File: src/design/kms_pkg.sv
// Shared types, constants and helper functions for the keyboard mode sequencer.
package kms_pkg;

	localparam int KEY_COUNT = 8;
	localparam int MAX_STEPS = 4;
	localparam int KEY_W = 3;
	localparam int IDX_W = 2;
	localparam int CNT_W = 16;
	localparam int COLOUR_W = 24;
	localparam int STEP_W = 43;
	localparam int CFG_IDX_W = 3;
	localparam int IN_DATA_W = 16;
	localparam int OUT_DATA_W = 40;

	localparam logic [CFG_IDX_W-1:0] REG_DEBOUNCE = 3'd0;
	localparam logic [CFG_IDX_W-1:0] REG_STEP_COUNT = 3'd1;
	localparam logic [CFG_IDX_W-1:0] REG_STEP_WORD_0 = 3'd2;
	localparam logic [CFG_IDX_W-1:0] REG_STEP_WORD_3 = 3'd5;

	localparam logic [CNT_W-1:0] DEBOUNCE_RESET = 16'd50;
	localparam logic [2:0] STEP_COUNT_RESET = 3'd4;
	localparam logic [STEP_W-1:0] STEP_WORD_0_RESET = 43'd67108866040;
	localparam logic [STEP_W-1:0] STEP_WORD_1_RESET = 43'd67109386241;
	localparam logic [STEP_W-1:0] STEP_WORD_2_RESET = 43'd67108866040;
	localparam logic [STEP_W-1:0] STEP_WORD_3_RESET = 43'd67242557441;

	typedef enum logic [1:0] {
		MODE_MANUAL = 2'd0,
		MODE_GUIDED = 2'd1,
		MODE_FULL   = 2'd2
	} mode_t;

	typedef logic [STEP_W-1:0] step_word_t;

	typedef struct packed {
		logic [CNT_W-1:0]                debounce_ticks;
		logic [2:0]                      step_count;
		step_word_t [MAX_STEPS-1:0]      step_word;
	} cfg_t;

	typedef struct packed {
		logic             on;
		logic [KEY_W-1:0] key;
	} keyed_t;

	typedef struct packed {
		logic                on;
		logic [KEY_W-1:0]    key;
		logic [COLOUR_W-1:0] colour;
	} light_t;

	typedef struct packed {
		light_t light;
		keyed_t pull;
	} step_out_t;

	typedef struct packed {
		logic [1:0] mode;
		light_t     light;
		keyed_t     pull;
		logic       playing;
	} play_t;

	function automatic logic [CNT_W-1:0] sat_inc(input logic [CNT_W-1:0] v);
		sat_inc = (v == '1) ? v : v + CNT_W'(1);
	endfunction

	// Lights the step's key and, in full automatic mode, pulls its servo.
	function automatic step_out_t run_step(input step_word_t w, input logic full);
		step_out_t r;
		r = '0;
		if ({1'b0, w[KEY_W-1:0]} < (KEY_W+1)'(KEY_COUNT)) begin
			r.light.on = 1'b1;
			r.light.key = w[KEY_W-1:0];
			r.light.colour = w[KEY_W +: COLOUR_W];
			if (full) begin
				r.pull.on = 1'b1;
				r.pull.key = w[KEY_W-1:0];
			end
		end
		run_step = r;
	endfunction

	function automatic logic [CNT_W-1:0] step_duration(input step_word_t w);
		step_duration = w[KEY_W+COLOUR_W +: CNT_W];
	endfunction

endpackage

File: src/design/kms_keys.sv
// Per-key press debounce and tone key selection with lowest-held fallback.
module kms_keys import kms_pkg::*; (
	input  logic                 clk,
	input  logic                 arst_n,
	input  logic                 advance,
	input  logic [KEY_COUNT-1:0] levels,
	input  logic [CNT_W-1:0]     debounce_ticks,
	output keyed_t               sound
);

	logic [KEY_COUNT-1:0] held_q;
	logic [CNT_W-1:0]     since_q [KEY_COUNT];
	keyed_t               sound_q;

	logic [KEY_COUNT-1:0] press;
	logic [KEY_COUNT-1:0] release_hit;
	logic [KEY_COUNT-1:0] held_d;
	logic [KEY_COUNT-1:0] mix;
	logic                 last_hit;
	logic [KEY_W-1:0]     last_key;
	logic                 fb_on;
	logic [KEY_W-1:0]     fb_key;
	keyed_t               sound_d;

	always_comb begin
		last_hit = 1'b0;
		last_key = '0;
		for (int i = 0; i < KEY_COUNT; i++) begin
			press[i] = levels[i] && !held_q[i] && (since_q[i] >= debounce_ticks);
			release_hit[i] = !levels[i] && held_q[i];
			held_d[i] = press[i] ? 1'b1 : (release_hit[i] ? 1'b0 : held_q[i]);
			if (press[i] || release_hit[i]) begin
				last_hit = 1'b1;
				last_key = KEY_W'(i);
			end
		end
		// Keys at or below the last event already carry their new held flag.
		for (int j = 0; j < KEY_COUNT; j++) begin
			mix[j] = (j <= int'(last_key)) ? held_d[j] : held_q[j];
		end
		fb_on = 1'b0;
		fb_key = '0;
		for (int j = KEY_COUNT - 1; j >= 0; j--) begin
			if (mix[j]) begin
				fb_on = 1'b1;
				fb_key = KEY_W'(j);
			end
		end
		sound_d = sound_q;
		if (last_hit) begin
			if (press[last_key]) begin
				sound_d.on = 1'b1;
				sound_d.key = last_key;
			end else begin
				sound_d.on = fb_on;
				sound_d.key = fb_key;
			end
		end
	end

	always_ff @(posedge clk or negedge arst_n) begin
		if (!arst_n) begin
			held_q <= '0;
			sound_q <= '0;
			for (int i = 0; i < KEY_COUNT; i++) begin
				since_q[i] <= '0;
			end
		end else if (advance) begin
			held_q <= held_d;
			sound_q <= sound_d;
			for (int i = 0; i < KEY_COUNT; i++) begin
				since_q[i] <= press[i] ? CNT_W'(1) : sat_inc(since_q[i]);
			end
		end
	end

	assign sound = sound_q;

endmodule

File: src/design/kms_play.sv
// Mode button debounce, mode cycling and step table playback.
module kms_play import kms_pkg::*; (
	input  logic       clk,
	input  logic       arst_n,
	input  logic       advance,
	input  logic       mode_button,
	input  cfg_t       cfg,
	output play_t      play
);

	mode_t            mode_q;
	logic             prev_q;
	logic [CNT_W-1:0] since_q;
	logic             act_q;
	logic [IDX_W-1:0] idx_q;
	logic [CNT_W-1:0] el_q;
	light_t           light_q;
	keyed_t           pull_q;

	logic             mode_acc;
	mode_t            mode_d;
	logic             act_d;
	logic [IDX_W-1:0] idx_d;
	logic [IDX_W-1:0] idx_next;
	logic [CNT_W-1:0] el_d;
	light_t           light_d;
	keyed_t           pull_d;
	logic             started;
	logic [2:0]       eff_count;
	step_out_t        first_step;
	step_out_t        next_step;

	always_comb begin
		if (cfg.step_count == 3'd0) begin
			eff_count = 3'd1;
		end else if (cfg.step_count > 3'(MAX_STEPS)) begin
			eff_count = 3'(MAX_STEPS);
		end else begin
			eff_count = cfg.step_count;
		end
	end

	always_comb begin
		mode_acc = mode_button && !prev_q && (since_q >= cfg.debounce_ticks);
		mode_d = mode_q;
		act_d = act_q;
		idx_d = idx_q;
		el_d = el_q;
		light_d = light_q;
		pull_d = pull_q;
		started = 1'b0;
		idx_next = idx_q + IDX_W'(1);
		first_step = '0;
		next_step = '0;
		if (mode_acc) begin
			case (mode_q)
				MODE_MANUAL: mode_d = MODE_GUIDED;
				MODE_GUIDED: mode_d = MODE_FULL;
				default:     mode_d = MODE_MANUAL;
			endcase
			light_d = '0;
			pull_d = '0;
			act_d = 1'b0;
			if (mode_d == MODE_GUIDED || mode_d == MODE_FULL) begin
				act_d = 1'b1;
				idx_d = '0;
				first_step = run_step(cfg.step_word[0], mode_d == MODE_FULL);
				light_d = first_step.light;
				pull_d = first_step.pull;
				el_d = '0;
				started = 1'b1;
			end
		end
		if (act_d) begin
			idx_next = idx_d + IDX_W'(1);
			if (el_d >= step_duration(cfg.step_word[idx_d])) begin
				light_d = '0;
				pull_d = '0;
				if ({1'b0, idx_d} + 3'd1 >= eff_count) begin
					act_d = 1'b0;
				end else begin
					next_step = run_step(cfg.step_word[idx_next], mode_d == MODE_FULL);
					idx_d = idx_next;
					light_d = next_step.light;
					pull_d = next_step.pull;
					started = 1'b1;
				end
			end
		end
	end

	always_ff @(posedge clk or negedge arst_n) begin
		if (!arst_n) begin
			mode_q <= MODE_MANUAL;
			prev_q <= 1'b0;
			since_q <= '0;
			act_q <= 1'b0;
			idx_q <= '0;
			el_q <= '0;
			light_q <= '0;
			pull_q <= '0;
		end else if (advance) begin
			mode_q <= mode_d;
			prev_q <= mode_button;
			since_q <= mode_acc ? CNT_W'(1) : sat_inc(since_q);
			act_q <= act_d;
			idx_q <= idx_d;
			el_q <= started ? CNT_W'(1) : sat_inc(el_q);
			light_q <= light_d;
			pull_q <= pull_d;
		end
	end

	assign play.mode = mode_q;
	assign play.light = light_q;
	assign play.pull = pull_q;
	assign play.playing = act_q;

endmodule

File: src/design/keyboard_mode_sequencer.sv
// Top level of the keyboard mode sequencer: handshakes, configuration and result item.
//
//   Channel  Direction  Contents
//   s_*      in         one tick item: mode button level and key levels
//   m_*      out        one result item per tick: mode, tone, LED, servo, playing
//   cfg_*    in         register index and write data
//
// A new item is accepted in every cycle unless a stalled result holds the input register full.
// A result item is offered once its item has passed the input register and then the state
// registers, which also hold the result item.
// Reset clears all state but the input data register and loads the register defaults.
// A stalled result holds the state; the input register takes one item meanwhile.
module keyboard_mode_sequencer import kms_pkg::*; (
	input  logic                  clk,
	input  logic                  arst_n,
	input  logic                  s_tvalid,
	output logic                  s_tready,
	// [0] mode_button, [8:1] key_levels, [15:9] zero
	input  logic [IN_DATA_W-1:0]  s_tdata,
	output logic                  m_tvalid,
	input  logic                  m_tready,
	// [1:0] current_mode, [2] tone_on, [5:3] tone_key, [6] led_on, [9:7] led_key,
	// [33:10] led_colour, [34] servo_on, [37:35] servo_key, [38] playing, [39] zero
	output logic [OUT_DATA_W-1:0] m_tdata,
	input  logic                  cfg_valid,
	output logic                  cfg_ready,
	input  logic [CFG_IDX_W-1:0]  cfg_index,
	input  logic [STEP_W-1:0]     cfg_data
);

	cfg_t                 cfg_q;
	logic                 valid_s1;
	logic                 mode_button_s1;
	logic [KEY_COUNT-1:0] levels_s1;
	logic                 out_valid_q;
	logic                 advance;
	keyed_t               sound;
	play_t                play;

	assign advance = valid_s1 && (!out_valid_q || m_tready);
	assign s_tready = !valid_s1 || advance;
	assign cfg_ready = 1'b1;

	always_ff @(posedge clk or negedge arst_n) begin
		if (!arst_n) begin
			cfg_q.debounce_ticks <= DEBOUNCE_RESET;
			cfg_q.step_count <= STEP_COUNT_RESET;
			cfg_q.step_word[0] <= STEP_WORD_0_RESET;
			cfg_q.step_word[1] <= STEP_WORD_1_RESET;
			cfg_q.step_word[2] <= STEP_WORD_2_RESET;
			cfg_q.step_word[3] <= STEP_WORD_3_RESET;
		end else if (cfg_valid) begin
			if (cfg_index == REG_DEBOUNCE) begin
				cfg_q.debounce_ticks <= cfg_data[CNT_W-1:0];
			end else if (cfg_index == REG_STEP_COUNT) begin
				cfg_q.step_count <= cfg_data[2:0];
			end else if (cfg_index >= REG_STEP_WORD_0 && cfg_index <= REG_STEP_WORD_3) begin
				cfg_q.step_word[IDX_W'(cfg_index - REG_STEP_WORD_0)] <= cfg_data;
			end
		end
	end

	always_ff @(posedge clk or negedge arst_n) begin
		if (!arst_n) begin
			valid_s1 <= 1'b0;
			out_valid_q <= 1'b0;
		end else begin
			if (s_tvalid && s_tready) begin
				valid_s1 <= 1'b1;
			end else if (advance) begin
				valid_s1 <= 1'b0;
			end
			if (advance) begin
				out_valid_q <= 1'b1;
			end else if (m_tready) begin
				out_valid_q <= 1'b0;
			end
		end
	end

	always_ff @(posedge clk) begin
		if (s_tvalid && s_tready) begin
			mode_button_s1 <= s_tdata[0];
			levels_s1 <= s_tdata[KEY_COUNT:1];
		end
	end

	kms_keys u_keys (
		.clk            (clk),
		.arst_n         (arst_n),
		.advance        (advance),
		.levels         (levels_s1),
		.debounce_ticks (cfg_q.debounce_ticks),
		.sound          (sound)
	);

	kms_play u_play (
		.clk         (clk),
		.arst_n      (arst_n),
		.advance     (advance),
		.mode_button (mode_button_s1),
		.cfg         (cfg_q),
		.play        (play)
	);

	assign m_tvalid = out_valid_q;
	assign m_tdata = {1'b0, play.playing, play.pull.key, play.pull.on, play.light.colour,
		play.light.key, play.light.on, sound.key, sound.on, play.mode};

	a_playing_not_manual: assert property (@(posedge clk) disable iff (!arst_n)
		play.playing |-> play.mode != MODE_MANUAL)
		else $error("playback active in manual mode");

	a_servo_with_led: assert property (@(posedge clk) disable iff (!arst_n)
		play.pull.on |-> (play.light.on && play.pull.key == play.light.key))
		else $error("servo pulled without its key lit");

	a_servo_full_only: assert property (@(posedge clk) disable iff (!arst_n)
		play.pull.on |-> play.mode == MODE_FULL)
		else $error("servo pulled outside full automatic mode");

	a_state_holds_on_stall: assert property (@(posedge clk) disable iff (!arst_n)
		!advance |=> $stable(m_tdata))
		else $error("result changed without an item advancing");

endmodule

File: config.mk
export PLATFORM = sky130hd
export DESIGN_NAME = keyboard_mode_sequencer
export DESIGN_NICKNAME = d
export VERILOG_FILES = /design/src/design/kms_pkg.sv /design/src/design/kms_keys.sv /design/src/design/kms_play.sv /design/src/design/keyboard_mode_sequencer.sv
export SDC_FILE = /design/constraint.sdc
export NUM_CORES = 1
export LEC_CHECK = 0
export CAP_MARGIN = 20
export CORE_MARGIN = 8
export CORE_UTILIZATION = 28
export CTS_CLUSTER_DIAMETER = 60
export DETAILED_ROUTE_END_ITERATION = 10
export DONT_BUFFER_PORTS = 1
export SLEW_MARGIN = 15
export SYNTH_ARGS = -nofsm -noshare
export SYNTH_HDL_FRONTEND = slang
export SYNTH_SLANG_ARGS = --single-unit
File: constraint.sdc
create_clock -name clk -period 5.7 [get_ports clk]
set_clock_uncertainty 0.2 [all_clocks]
set_input_delay 0.855 -clock clk [delete_from_list [all_inputs] [get_ports clk]]
set_output_delay 0.855 -clock clk [all_outputs]
set_load 0.02 [all_outputs]
-- Word-level counts from Yosys, hierarchy flattened
Cells that the tools add are included.
- bits in registers: 412
- bits of input ports: 67
- output and inout bits: 43
- word-level logic and storage cells: 298
- add/sub/neg operators: 13
- $lt $le $gt $ge: 26
- equal/unequal tests: 25
- multiplexer cells: 121
- bitwise operators: 2
- reductions and logical operators: 79
- operators by type and width (operator ; count):
    $mux W16 ; 22
    $bmux W43 S2 ; 2
    $bwmux W172 ; 1
    $add A16 B1 Y16 const B ; 10
    $eq A16 B16 Y1 const B ; 10
    $ge A16 B16 Y1 ; 10
    $mux W28 ; 5
    $demux W43 S2 ; 1
    $mux W43 ; 2
    $mux W1 ; 54
    $mux W3 ; 14
    $mux W4 ; 8
    $logic_and A1 B1 Y1 ; 30
    $mux W27 ; 1
    $reduce_and A2 Y1 ; 12
    $ne A2 B1 Y1 const B ; 10
    $logic_not A1 Y1 ; 19
    $mux W2 ; 9
    $le A3 B3 Y1 const A ; 4
    $logic_or A1 B1 Y1 ; 11
    $lt A2 B3 Y1 const B ; 3
    $le A2 B3 Y1 const A ; 2
    $logic_not A3 Y1 ; 2
    $eq A2 B1 Y1 const B ; 2
    19 further kinds ; 22

-- Logic depth before layout (Yosys ltp)
Gate-level depths: netlist of the first run.
- depth in word-level cells: 22
- gate-level depth with buffers: 25
- depth with buffers taken out: 21

-- Cells and area by module
From an unflattened synthesis of the first run, not the netlist that was laid out.
- cell total of the unflattened synthesis: 2106
- area total of the unflattened synthesis: 22938.2 sq um
- by module, submodules not included (module ; instances ; cells each ; area each (sq um) ; seq. area each (sq um)):
    kms_keys ; 1 ; 1085 ; 9840.7 ; 3503.4
    keyboard_mode_sequencer ; 1 ; 429 ; 7608.5 ; 5177.5
    kms_play ; 1 ; 592 ; 5489.0 ; 1751.7

-- Worst setup path before layout of the first run
Ideal clock, no wire load.
- path type: reg2reg
- from: register cfg_q[176] (netlist name)
- to: register u_play.el_q[0]
- library setup time: 0.125 ns
- arrival: 5.389 ns
- required time: 5.375 ns
- setup slack: -0.014 ns
- cell stages (with the launch flop): 24
- path buffers: 4
- period minus slack after synthesis: 5.714 ns
- path through: dfstp_2 inv_1 ha_1 a21o_1 a21oi_1 o21ai_0 a31oi_1 o31ai_1 clkbuf_1 buf_2 inv_1 nand2_1 a31oi_1 ha_1 nand2b_1 a21o_1 a21oi_1 o21ai_0 o41ai_1 a211oi_1 a211oi_2 buf_2 buf_2 mux2_2
- cells in the longest elaborated chain, start to end: 10
- elaborated cells on any way between the ends: 17
- those cells by class: add/sub (1); order compare (3); eq/ne (1); mux (10); reduce/logical (2)
- RTL lines (what ; RTL line ; source):
    $ge A16 B16 Y1 (*) ; kms_play.sv:44 ; mode_acc = mode_button && !prev_q && (since_q >= cfg.debounce_ticks);
    $logic_and A1 B1 Y1 (*) ; kms_play.sv:44 ;
    $mux W2 ; kms_play.sv:55 ; if (mode_acc) begin
    $bmux W43 S2 / $add A2 B1 Y3 (equally long branches) ; kms_play.sv:76, kms_play.sv:79 ;
    $mux W43 (not written as such) / $ge A3 B3 Y1 (equally long branches) ; kms_play.sv:76, kms_play.sv:79 ;
    $ge A16 B16 Y1 / $mux W1 (equally long branches) ; kms_play.sv:76, kms_play.sv:79 ;
    $mux W1 ; kms_play.sv:76 ; if (el_d >= step_duration(cfg.step_word[idx_d])) begin
    $mux W1 (*) ; kms_play.sv:74 ; if (act_d) begin
    $ne A2 B1 Y1 (no line) ; - ;
    $reduce_and A2 Y1 (no line) ; - ;
    end signal, assigned ; kms_play.sv:108 ; el_q <= started ? CNT_W'(1) : sat_inc(el_q);
    end, declared ; kms_play.sv:16 ; logic [CNT_W-1:0] el_q;
Every way passes the cells marked *; elsewhere a longest branch is shown, timed or not. The select of a mux whose other input is x is not followed.
A chain may end at the register's enable or synchronous reset.

-- Worst setup path in the final report of the first run
- from: register cfg_q[180] (netlist name)
- to: register u_play.el_q[0]
- cells in the longest elaborated chain, start to end: 10
- elaborated cells on any way between the ends: 17
- those cells by class: add/sub (1); order compare (3); eq/ne (1); mux (10); reduce/logical (2)
- RTL lines (what ; RTL line):
    $ge A16 B16 Y1 (*) ; kms_play.sv:44
    $logic_and A1 B1 Y1 (*) ; kms_play.sv:44
    $mux W2 ; kms_play.sv:55
    $bmux W43 S2 / $add A2 B1 Y3 (equally long branches) ; kms_play.sv:76, kms_play.sv:79
    $mux W43 (not written as such) / $ge A3 B3 Y1 (equally long branches) ; kms_play.sv:76, kms_play.sv:79
    $ge A16 B16 Y1 / $mux W1 (equally long branches) ; kms_play.sv:76, kms_play.sv:79
    $mux W1 ; kms_play.sv:76
    $mux W1 (*) ; kms_play.sv:74
    $ne A2 B1 Y1 (no line) ; -
    $reduce_and A2 Y1 (no line) ; -
Marks and branches as above.

==> run_results.csv, run 1 <==
group,metric,value,unit
sta,worst_pin_slew,1.079,ns
clock_tree,clk_path_buf_depth,3,
clock_tree,htree_levels,2,
setup_path,cpPeakStageDelay,0.52,ns
yosys,synth-seq-cells,412,
yosys,synth.top_cell.area_share,0.3700,
sta,tns,0,ns
setup_path,crit_path_start_kind,"flop",
clock_tree,cts_buffers,46,
final_layout,regArea,10430,um2
global_route,grt_max_degree,404,
yosys,synthDistinctLibCells,84,
yosys,synth_top_flop_cell,"dfrtp_1",
final_layout,fin_util,0.3206,
pwr,ir_drop,0.2680,mV
yosys,synth-edff-count,9,
sta,timing.fmax,192.7,MHz
clock_tree,worstSkewPairLatency,0.61,ns
place,placed_cells,3220,
final_layout,area_growth,13.76,%
drt,vias,16650,
place,port_buffers,0,
global_route,overflow,0,
setup_path,cp_num_buf_inv,3,
sta,setup_viol,0,
place,hpwl,38270,um
global_route,antenna_found_initial,0,
setup_path,crit_fanout,33,
yosys,synthCells,2185,
final_layout,drive_above_1_share,0.1883,
yosys,netlist_top_cells_area,"dfrtp_1 (37%), ha_1 (9.4%), mux2_2 (9.3%), dfstp_2 (7.1%), nand2_1 (3.6%)",
setup_path,cp_top_family,"compound AO/OA/AOI/OAI gates",
final_layout,diodes,0,
clock_tree,tritoncts,"built",
sta,post-route-period-util,0.9103,
min_path,hold_class,"input pin to async pin",
setup_path,crit_chain,"inv_1 -> ha_1 -> or3_1 -> a21oi_1 -> nand3_1 -> a31o_2 -> nand3_1 -> nand2_1 -> buf_4 -> a211oi_1 -> a31oi_1 -> ha_1 -> nand2b_1 -> a21o_1 -> a21oi_1 -> o21ai_0 -> o41ai_1 -> a211oi_1 -> a211oi_2 -> buf_4 -> mux2_2",
final_layout,fillers,8293,
place,place_congestion,0.7964,
place,post_dp_cell_area,24490,um2
drt,firstDrtPassIters,4,
yosys,synth_nets,2426,
yosys,synth_commonest_cells,"dfrtp_1 (341), nand2_1 (219), mux2_2 (191)",
floorplan,fp.dieH,303,um
clock_tree,ctsResizeCount,0,
setup_path,slowest_stage,"dfstp_2",
outcome,status,"complete, no violations",
sta,rsz0062_at_grt,"false",
floorplan,initial_core_util,0.2818,
floorplan,die_w,303,um
yosys,ys_seq_area_frac,0.4523,
drt,post-route-drc-count,0,
final_layout,num-nets-final,2444,
drt,drtIter0Drc,973,
yosys,synth_most_common_cell,"dfrtp_1",
clock_tree,cts_setup_buffers,0,
yosys,synth-async-reset-ratio,0.9782,
yosys,ys_warn_count,0,
global_route,grt_pass1_vias,16700,
pwr,p_per_area,349.7,nW/um2
floorplan,io_pins,110,
floorplan,rows,105,
setup_path,cp-end-kind,"flop",
floorplan,core,81850,um2
global_route,track_usage,0.1260,
sta,slew_headroom,0.2715,
sta,whs,0.05404,ns
final_layout,stdcell_count,3311,
drt,wl_per_cell,17.60,um
setup_path,worstPathRequired,5.99,ns
sta,slew_viol_final,0,
clock_tree,clk_pin_slew,0.06,ns
setup_path,crit_type,"flop to flop",
drt,routed_wl,58260,um
yosys,syn_area,23060,um2
pwr,p_leak,11.61,nW
sta,final.min_clock_period,5.189,ns
sta,hold_viol,0,
final_layout,post-route-cell-area,26240,um2
clock_tree,root_buffer,"clkbuf_16",
yosys,yosysTopAreaCell,"dfrtp_1",
drt,viasPerCell,5.030,
drt,ant_nets,0,
clock_tree,cts_sinks,412,
yosys,avgSynthCellArea,10.56,um2
flow_run,max_cap_violations,0,
global_route,grt_pass1_wl,93450,um
floorplan,die_area,91810,um2
final_layout,multi_input_area,12110,um2
setup_path,arrival,5.48,ns
layout by cell type (no fill, tap or decap), types with 22 or more instances in the layout:
master and count:
dfrtp_1 341, nand2_1 218, mux2_2 191, ha_1 174, nor2_1 153, o21ai_0 134, a21oi_1 79, inv_1 66
xor2_1 63, dfstp_2 62, nand3_1 60, clkbuf_16 46, buf_4 44, nand4_1 42, and3_1 41, xnor2_1 36
nor3_1 34, nand2b_1 30, a22oi_1 27, and2_1 24, mux4_2 24, or3_1 22, mux2i_1 22
flip-flops by register name (all words and copies together) (netlist names):
signal / flops
cfg_q: 191
levels_s1: 8
m_tvalid: 1
mode_button_s1: 1
u_keys.held_q: 8
u_keys.since_q: 128
u_keys.sound: 4
u_play.act_q: 1
u_play.el_q: 16
u_play.idx_q: 2
u_play.mode_q: 2
u_play.play: 32
u_play.prev_q: 1
u_play.since_q: 16
valid_s1: 1
metrics by stage:
stage,setup WS [ns],power [W]
floorplan,0.1349,0.005354
global placement,0.5548,0.005865
detailed placement,0.5162,0.005944
CTS,0.4828,0.009209
global route,0.04846,0.009760
finish,0.5113,0.009175
report_power, final:
part | leakage [nW] | total (W) | switching (W) | internal, W
Combinational | 5.70 | 0.00198 | 0.00105 | 0.000932
Sequential | 5.12 | 0.00398 | 0.000465 | 0.00352
Clock | 0.786 | 0.00321 | 0.00131 | 0.00190
layout make-up:
| class | count | share of cell area |
|---|---|---|
| tap | 1070 | 0.05103 |
| multi-input combinational | 1627 | 0.4616 |
| inverter | 66 | 0.009442 |
| timing repair buffer | 50 | 0.01764 |
| clock buffer | 68 | 0.05045 |
| sequential | 412 | 0.3976 |
| clock inverter | 18 | 0.01221 |
per-layer routing:
| layer | wire, um | global-route usage |
|---|---|---|
| met1 | 26740 | 0.1681 |
| met2 | 25540 | 0.1953 |
| met3 | 4877 | 0.04357 |
| met4 | 1104 | 0.02953 |
| met5 | 0 | 0 |
final timing paths:
check                                       start                              end  slack [ns]  cells past startpoint
max                        cfg_q[180]$_DFFE_PN1P_       u_play.el_q[0]$_DFFE_PN0P_        0.51                     21
min                                        arst_n  u_keys.since_q[126]$_DFFE_PN0P_        0.05                      1
max reg2reg                cfg_q[180]$_DFFE_PN1P_       u_play.el_q[0]$_DFFE_PN0P_        0.51                     21
min reg2reg                cfg_q[130]$_DFFE_PN0P_           cfg_q[130]$_DFFE_PN0P_        0.30                      1
max in group asynchronous                  arst_n      u_play.play[10]$_DFFE_PN0P_        3.67                      2
min in group clk                       s_tdata[8]           levels_s1[7]$_DFFE_PP_        0.15                      0
cells by family (layout without fill, tap and decap cells):
kind of cell | after synthesis | after routing | share of synthesized area
buffers and inverters | 146 | 202 | 0.02490
AO/OA/AOI/OAI | 409 | 409 | 0.1143
other | 2 | 2 | 0.0003256
AND/OR/NAND/NOR | 706 | 706 | 0.1499
XOR/XNOR | 99 | 99 | 0.03760
flip-flops | 412 | 412 | 0.4523
multiplexers | 237 | 237 | 0.1262
adder cells (fa/ha/maj) | 174 | 174 | 0.09440
No activity file was read; power rests on OpenSTA's default activity.
==> run 2, diff against run 1 <==
--- a/config.mk
+++ b/config.mk
@@ -14,4 +14,5 @@
 export SLEW_MARGIN = 15
 export SYNTH_ARGS = -nofsm -noshare
 export SYNTH_HDL_FRONTEND = slang
+export SYNTH_HIERARCHICAL = 1
 export SYNTH_SLANG_ARGS = --single-unit
==> constraint.sdc (replaced) <==
create_clock -name clk -period 6.53 [get_ports clk]
set_clock_uncertainty 0.2 [all_clocks]
set_input_delay 0.9795 -clock clk [delete_from_list [all_inputs] [get_ports clk]]
set_output_delay 0.9795 -clock clk [all_outputs]
set_load 0.02 [all_outputs]
==> run 2 against run 1 <==
Net effect: the flow now finishes with violations (max-slew violations); global-route usage is 0.19 points lower; critical path type unchanged; first-iteration DRC count is 10% higher; sequential cell count stayed put; worst setup slack better by 0.17 ns; die area is 0.51% lower; final area is 2.2% lower.
==> run_results.csv, run 2 <==
group,metric,value,unit
outcome,status,"complete, but fails checks",
outcome,violations,"max-slew violations",
clock_tree,cts_setup_buffers,0,
setup_path,r2r_start,"u_play/since_q[13]$_DFFE_PN0P_",
sta,tns,0,ns
clock_tree,cts_buffers,48,
global_route,antenna_found_initial,0,
floorplan,rows,105,
clock_tree,root_buffer,"clkbuf_16",
yosys,syn_area,22940,um2
setup_path,arrival,6.12,ns
final_layout,final_common_cell,"dfrtp_1",
clock_tree,worstSkewPairLatency,0.61,ns
yosys,netlist_top_cells_area,"dfrtp_1 (37%), ha_1 (9.5%), mux2_2 (8.6%), dfstp_2 (7.1%), xor2_1 (3.2%)",
yosys,synth-seq-cells,412,
sta,post-route-period-util,0.8952,
pwr,ir_drop,0.2033,mV
sta,rsz0062_at_grt,"false",
yosys,synth-async-reset-ratio,0.9782,
yosys,synthCells,2106,
place,hpwl,36890,um
setup_path,worstPathRequired,6.80,ns
yosys,ys_seq_area_frac,0.4548,
setup_path,cp-end-kind,"flop",
clock_tree,tritoncts,"built",
yosys,yosys.area_share.simple,0.1432,
yosys,synth_most_common_cell,"dfrtp_1",
pwr,combPwrFrac,0.253,
setup_path,r2r_end,"u_play/play[31]$_DFFE_PN0P_",
sta,whs,0.06792,ns
global_route,grt_pass1_wl,90720,um
yosys,synth-xor-area-share,0.04620,
yosys,avgSynthCellArea,10.89,um2
floorplan,io_pins,110,
drt,viasPerCell,4.983,
yosys,synth-edff-count,9,
pwr,swShare,0.3328,
final_layout,largest_reg_flops,191,
pwr,pwr-share-clk,0.305,
drt,routed_wl,57470,um
global_route,grt_pass1_vias,15960,
sta,slew_viol_final,16,
setup_path,reg2regPathDepth,20,
setup_path,slowest_stage,"o31ai_4",
pwr,p_switching,0.002824,W
yosys,synthAdderAreaFrac,0.09491,
clock_tree,cts_sinks,412,
min_path,hold_class,"input pin to async pin",
final_layout,fillers,8217,
drt,drtIter0Drc,1071,
setup_path,cpPeakStageDelay,0.61,ns
yosys,synth_commonest_cells,"dfrtp_1 (341), nor2_1 (191), mux2_2 (176)",
clock_tree,ctsResizeCount,0,
drt,wl_per_cell,17.88,um
pwr,p_leak,11.44,nW
global_route,track_usage,0.1241,
sta,final.min_clock_period,5.846,ns
floorplan,fp.dieH,302.2,um
final_layout,num-nets-final,2345,
yosys,synth.top_cell.area_share,0.3720,
flow_run,max_cap_violations,0,
drt,vias,16020,
setup_path,crit_path_start_kind,"flop",
final_layout,layout_common_cells,"dfrtp_1 (341), nor2_1 (191), mux2_2 (176)",
clock_tree,htree_levels,2,
yosys,muxShareOfSynthArea,0.1323,
drt,ant_nets,0,
final_layout,area_growth,11.86,%
pwr,p_per_area,330.8,nW/um2
floorplan,die_w,302.2,um
yosys,ys_warn_count,6,
global_route,grt_max_degree,404,
place,port_buffers,0,
pwr,p_int,0.005662,W
yosys,synth_top_flop_cell,"dfrtp_1",
global_route,overflow,0,
final_layout,regMostFlops,"cfg_q",
place,place_congestion,0.8105,
setup_path,r2r_setup_slack,0.68,ns
yosys,synth_nets,2347,
pwr,seqPwrFrac,0.441,
sta,setup_viol,0,
sta,slew_headroom,-0.005516,
setup_path,crit_fanout,31,
yosys,synth_compound_area_frac,0.09469,
yosys,yosysTopAreaCell,"dfrtp_1",
setup_path,crit_path_start,"u_play/since_q[13]$_DFFE_PN0P_",
drt,post-route-drc-count,0,
clock_tree,clk_path_buf_depth,3,
floorplan,core,81580,um2
setup_path,crit_chain,"ha_1 -> a21oi_1 -> a2bb2oi_1 -> nand3_1 -> o31ai_4 -> nand2_1 -> inv_1 -> buf_4 -> mux2_2 -> o21ai_0 -> ha_1 -> a21o_1 -> a21oi_1 -> nor2b_1 -> o31ai_1 -> nand2_1 -> o2111a_1 -> buf_4 -> a222oi_1 -> inv_1",
sta,hold_viol,0,
floorplan,initial_core_util,0.2812,
drt,firstDrtPassIters,7,
yosys,synth_top_family_by_area,"simple AND/OR/NAND/NOR gates",
setup_path,crit_type,"flop to flop",
yosys,synthDistinctLibCells,93,
clock_tree,clk_pin_slew,0.06,ns
floorplan,die_area,91340,um2
sta,worst_pin_slew,1.508,ns
sta,timing.fmax,171.1,MHz
final_layout,drive_above_1_share,0.1829,
run 2: cell types whose count changed after synthesis, sizes merged, moves of 24 or more:
cell / change
nor2: +40
a22oi: -27
nand2: -72
inv: +33
clkbuf: -29
o21ai: -47
buf: +24
nand3: +25
a222oi: +27
run 2: kinds of logic after synthesis:
logic type	Yosys count
other	2
adder cells (fa/ha/maj)	174
flip-flops	412
AO/OA/AOI/OAI	317
AND/OR/NAND/NOR	663
multiplexers	243
buffers and inverters	174
XOR/XNOR	121
run 2: critical path, delay by kind of cell, from the launching register on:
family,cells,cell delay (ns)
buf+inv,4,0.80
compound gates,9,2.62
simple gates,4,0.65
mux,1,0.38
flops,1,0.44
fa+ha+maj,2,0.59
run 2: how the worst max path moves through the flow:
stage / end / slack (ns)
final: u_play/play[31]$_DFFE_PN0P_ / 0.68
after global routing: u_play/play[11]$_DFFE_PN0P_ / 0.28
after CTS: u_play/play[31]$_DFFE_PN0P_ / 0.73
after detailed placement: u_play/el_q[13]$_DFFE_PN0P_ / 0.75
after global placement: u_play/play[27]$_DFFE_PN0P_ / 0.78
after floorplan: u_play/play[4]$_DFFE_PN0P_ / 1.78
run 2: metal layers:
metal  GRT usage  share of wire
met5           0              0
met4     0.04102          0.027
met3     0.02303          0.055
met2      0.2020           0.47
met1      0.1655           0.45
run 2: stage by stage:
stage	util	total power (W)	area [um2]	cells	setup slack [ns]
final	0.3145	0.008487	25660	3214	0.6845
after global routing	0.3145	0.009045	25660	3213	0.2761
after CTS	0.3139	0.008584	25610	3211	0.7300
after detailed placement	0.2953	0.005938	24090	3122	0.7484
after global placement	0.2953	0.005860	24090	3122	0.7775
after floorplan	-	0.005312	22940	2106	1.775
run 2: power groups by stage:
stage | Sequential, W | Clock (W) | Combinational [W]
2_1_floorplan | 0.00360 | 0 | 0.00171
3_3_place_gp | 0.00377 | 0 | 0.00209
3_5_place_dp | 0.00379 | 0 | 0.00215
4_1_cts | 0.00375 | 0.00268 | 0.00216
5_1_grt | 0.00383 | 0.00277 | 0.00245
6_report | 0.00374 | 0.00259 | 0.00215
run 2: layout make-up:
cell class                      count  area (um2)  share of cell area
Clock buffer                       70        1364             0.05315
Multi-Input combinational cell   1520       11780              0.4593
Timing Repair Buffer               23       207.7            0.008095
Clock inverter                     19       157.7            0.006144
Tap cell                         1070        1339             0.05218
Antenna cell                        1       2.502          0.00009753
Sequential cell                   412       10430              0.4066
Inverter                           99       371.6             0.01448
==> run 3, diff against run 2 <==
--- a/config.mk
+++ b/config.mk
@@ -6,6 +6,7 @@
 export NUM_CORES = 1
 export LEC_CHECK = 0
 export CAP_MARGIN = 20
+export CORE_ASPECT_RATIO = 1.75
 export CORE_MARGIN = 8
 export CORE_UTILIZATION = 28
 export CTS_CLUSTER_DIAMETER = 60
==> run 3 against run 2 <==
Net effect: the run now ends clean; non-clock buffer count grew 9; sequential power about the same; register-to-register slack improved by 0.20 ns; fmax is 3.6% higher; largest power group unchanged.
==> run_results.csv, run 3 (synthesis gave the netlist of run 2 again) <==
group,metric,value,unit
floorplan,rows,139,
flow_run,max_cap_violations,0,
setup_path,crit_path_start_kind,"flop",
drt,wl_per_cell,18.15,um
setup_path,slowest_stage,"dfrtp_1",
drt,routed_wl,58040,um
global_route,globalRouteMet1Util,0.1380,
sta,setup_viol,0,
floorplan,initial_core_util,0.2812,
setup_path,crit_chain,"ha_1 -> a21oi_1 -> a2bb2oi_1 -> nand3_1 -> o31ai_4 -> nand2_1 -> inv_1 -> buf_4 -> mux2_2 -> o21ai_0 -> ha_1 -> a21o_1 -> a21oi_1 -> nor2b_1 -> o31ai_1 -> nand2_1 -> o2111a_1 -> buf_4 -> a222oi_1 -> inv_1",
global_route,overflow,0,
sta,slew_headroom,0.09031,
setup_path,worstPathRequired,6.79,ns
final_layout,regMostFlops,"cfg_q",
drt,drtIter0Drc,1071,
setup_path,r2r_setup_slack,0.89,ns
global_route,grt_pass1_vias,16200,
pwr,p_per_area,327.7,nW/um2
outcome,status,"complete, no violations",
floorplan,die_area,91700,um2
clock_tree,cts_setup_buffers,0,
setup_path,cpPeakStageDelay,0.44,ns
drt,vias,16090,
sta,worst_pin_slew,1.365,ns
clock_tree,clk_pin_slew,0.07,ns
final_layout,largest_reg_flops,191,
setup_path,crit_fanout,34,
sta,rsz0062_at_grt,"false",
sta,slew_viol_final,0,
drt,viasPerCell,5.034,
global_route,met2_usage,0.2235,
final_layout,regArea,10430,um2
clock_tree,cts_sinks,412,
floorplan,io_pins,110,
place,dpl_worst_slack,0.7729,ns
global_route,track_usage,0.1221,
sta,setup_slack,0.8876,ns
final_layout,drive_above_1_share,0.1844,
global_route,met3_usage,0.02379,
min_path,hold_class,"input pin to async pin",
setup_path,cp_top_family,"compound AO/OA/AOI/OAI gates",
pwr,finalPower,0.008400,W
place,port_buffers,0,
drt,post-route-drc-count,0,
setup_path,cp-end-kind,"flop",
setup_path,cp_num_buf_inv,4,
clock_tree,clk_path_buf_depth,3,
sta,timing.fmax,177.2,MHz
final_layout,fillers,8225,
setup_path,crit_type,"flop to flop",
final_layout,final_common_cell,"dfrtp_1",
floorplan,fp.dieH,394.6,um
clock_tree,worstSkewPairLatency,0.58,ns
pwr,ir_drop,0.2837,mV
clock_tree,ctsResizeCount,0,
clock_tree,root_buffer,"clkbuf_16",
final_layout,area_growth,11.73,%
global_route,grt_max_degree,404,
global_route,grt_pass1_wl,90750,um
floorplan,die_w,232.4,um
final_layout,layout_common_cells,"dfrtp_1 (341), nor2_1 (191), mux2_2 (176)",
drt,ant_nets,0,
drt,firstDrtPassIters,7,
sta,post-route-period-util,0.8641,
final_layout,num-nets-final,2346,
clock_tree,tritoncts,"built",
sta,final.min_clock_period,5.642,ns
place,hpwl,39010,um
sta,hold_viol,0,
setup_path,arrival,5.90,ns
clock_tree,htree_levels,2,
place,place_congestion,0.7783,
clock_tree,cts_buffers,40,
final_layout,multi_input_area,11780,um2
floorplan,core,81570,um2
pwr,p_leak,11.44,nW
global_route,antenna_found_initial,7,
sta,tns,0,ns
global_route,top_usage_layer,"met2",
==> run 3: where the power goes <==
part	internal (W)	leakage, nW	switching, W
logic	0.00106	5.63	0.00113
registers	0.00315	5.11	0.000575
clock network	0.00141	0.694	0.00108
==> run 3: cell type report <==
class	instances	area share
Antenna cell	3	0.0002929
Clock buffer	59	0.04784
Clock inverter	15	0.007664
Inverter	99	0.01450
Multi-Input combinational cell	1520	0.4596
Sequential cell	412	0.4070
Tap cell	1057	0.05160
Timing Repair Buffer	32	0.01147
==> run 3: worst register-to-register path: cells and delay by family, from the launching register on <==
kind            cells  cell delay (ns)
simple gates        4             0.63
fa+ha+maj           2             0.59
flops               1             0.44
buf+inv             4             1.04
mux                 1             0.34
compound gates      9             2.30
==> run 3: layer usage <==
layer | up-vias | share of wire
met2 | 309 | 0.53
li1 | 7600 | -
met1 | 8079 | 0.39
met5 | - | 0.00078
met4 | 6 | 0.031
met3 | 99 | 0.053
==> run 3: path summary, 6_finish.rpt <==
| check | startpoint | endpoint | cells past startpoint |
|---|---|---|---|
| min in group clk | cfg_q[101]$_DFFE_PN0P_ | cfg_q[101]$_DFFE_PN0P_ | 1 |
| worst min-delay path | arst_n | u_play/el_q[15]$_DFFE_PN0P_ | 1 |
| worst max register to register | u_play/since_q[13]$_DFFE_PN0P_ | u_play/play[31]$_DFFE_PN0P_ | 20 |
| worst max-delay path | u_play/since_q[13]$_DFFE_PN0P_ | u_play/play[31]$_DFFE_PN0P_ | 20 |
| max in group asynchronous | arst_n | u_keys/since_q[44]$_DFFE_PN0P_ | 1 |
| worst min register to register | cfg_q[101]$_DFFE_PN0P_ | cfg_q[101]$_DFFE_PN0P_ | 1 |
==> run 3: metrics by stage <==
step,hold slack (ns),utilization,cells,area (um2)
global placement,0.2622,0.2956,3115,24110
floorplan,0.2490,-,2106,22940
CTS,-0.08166,0.3130,3189,25530
finish,0.06080,0.3142,3197,25630
detailed placement,0.2658,0.2956,3115,24110
global route,0.03709,0.3141,3194,25620
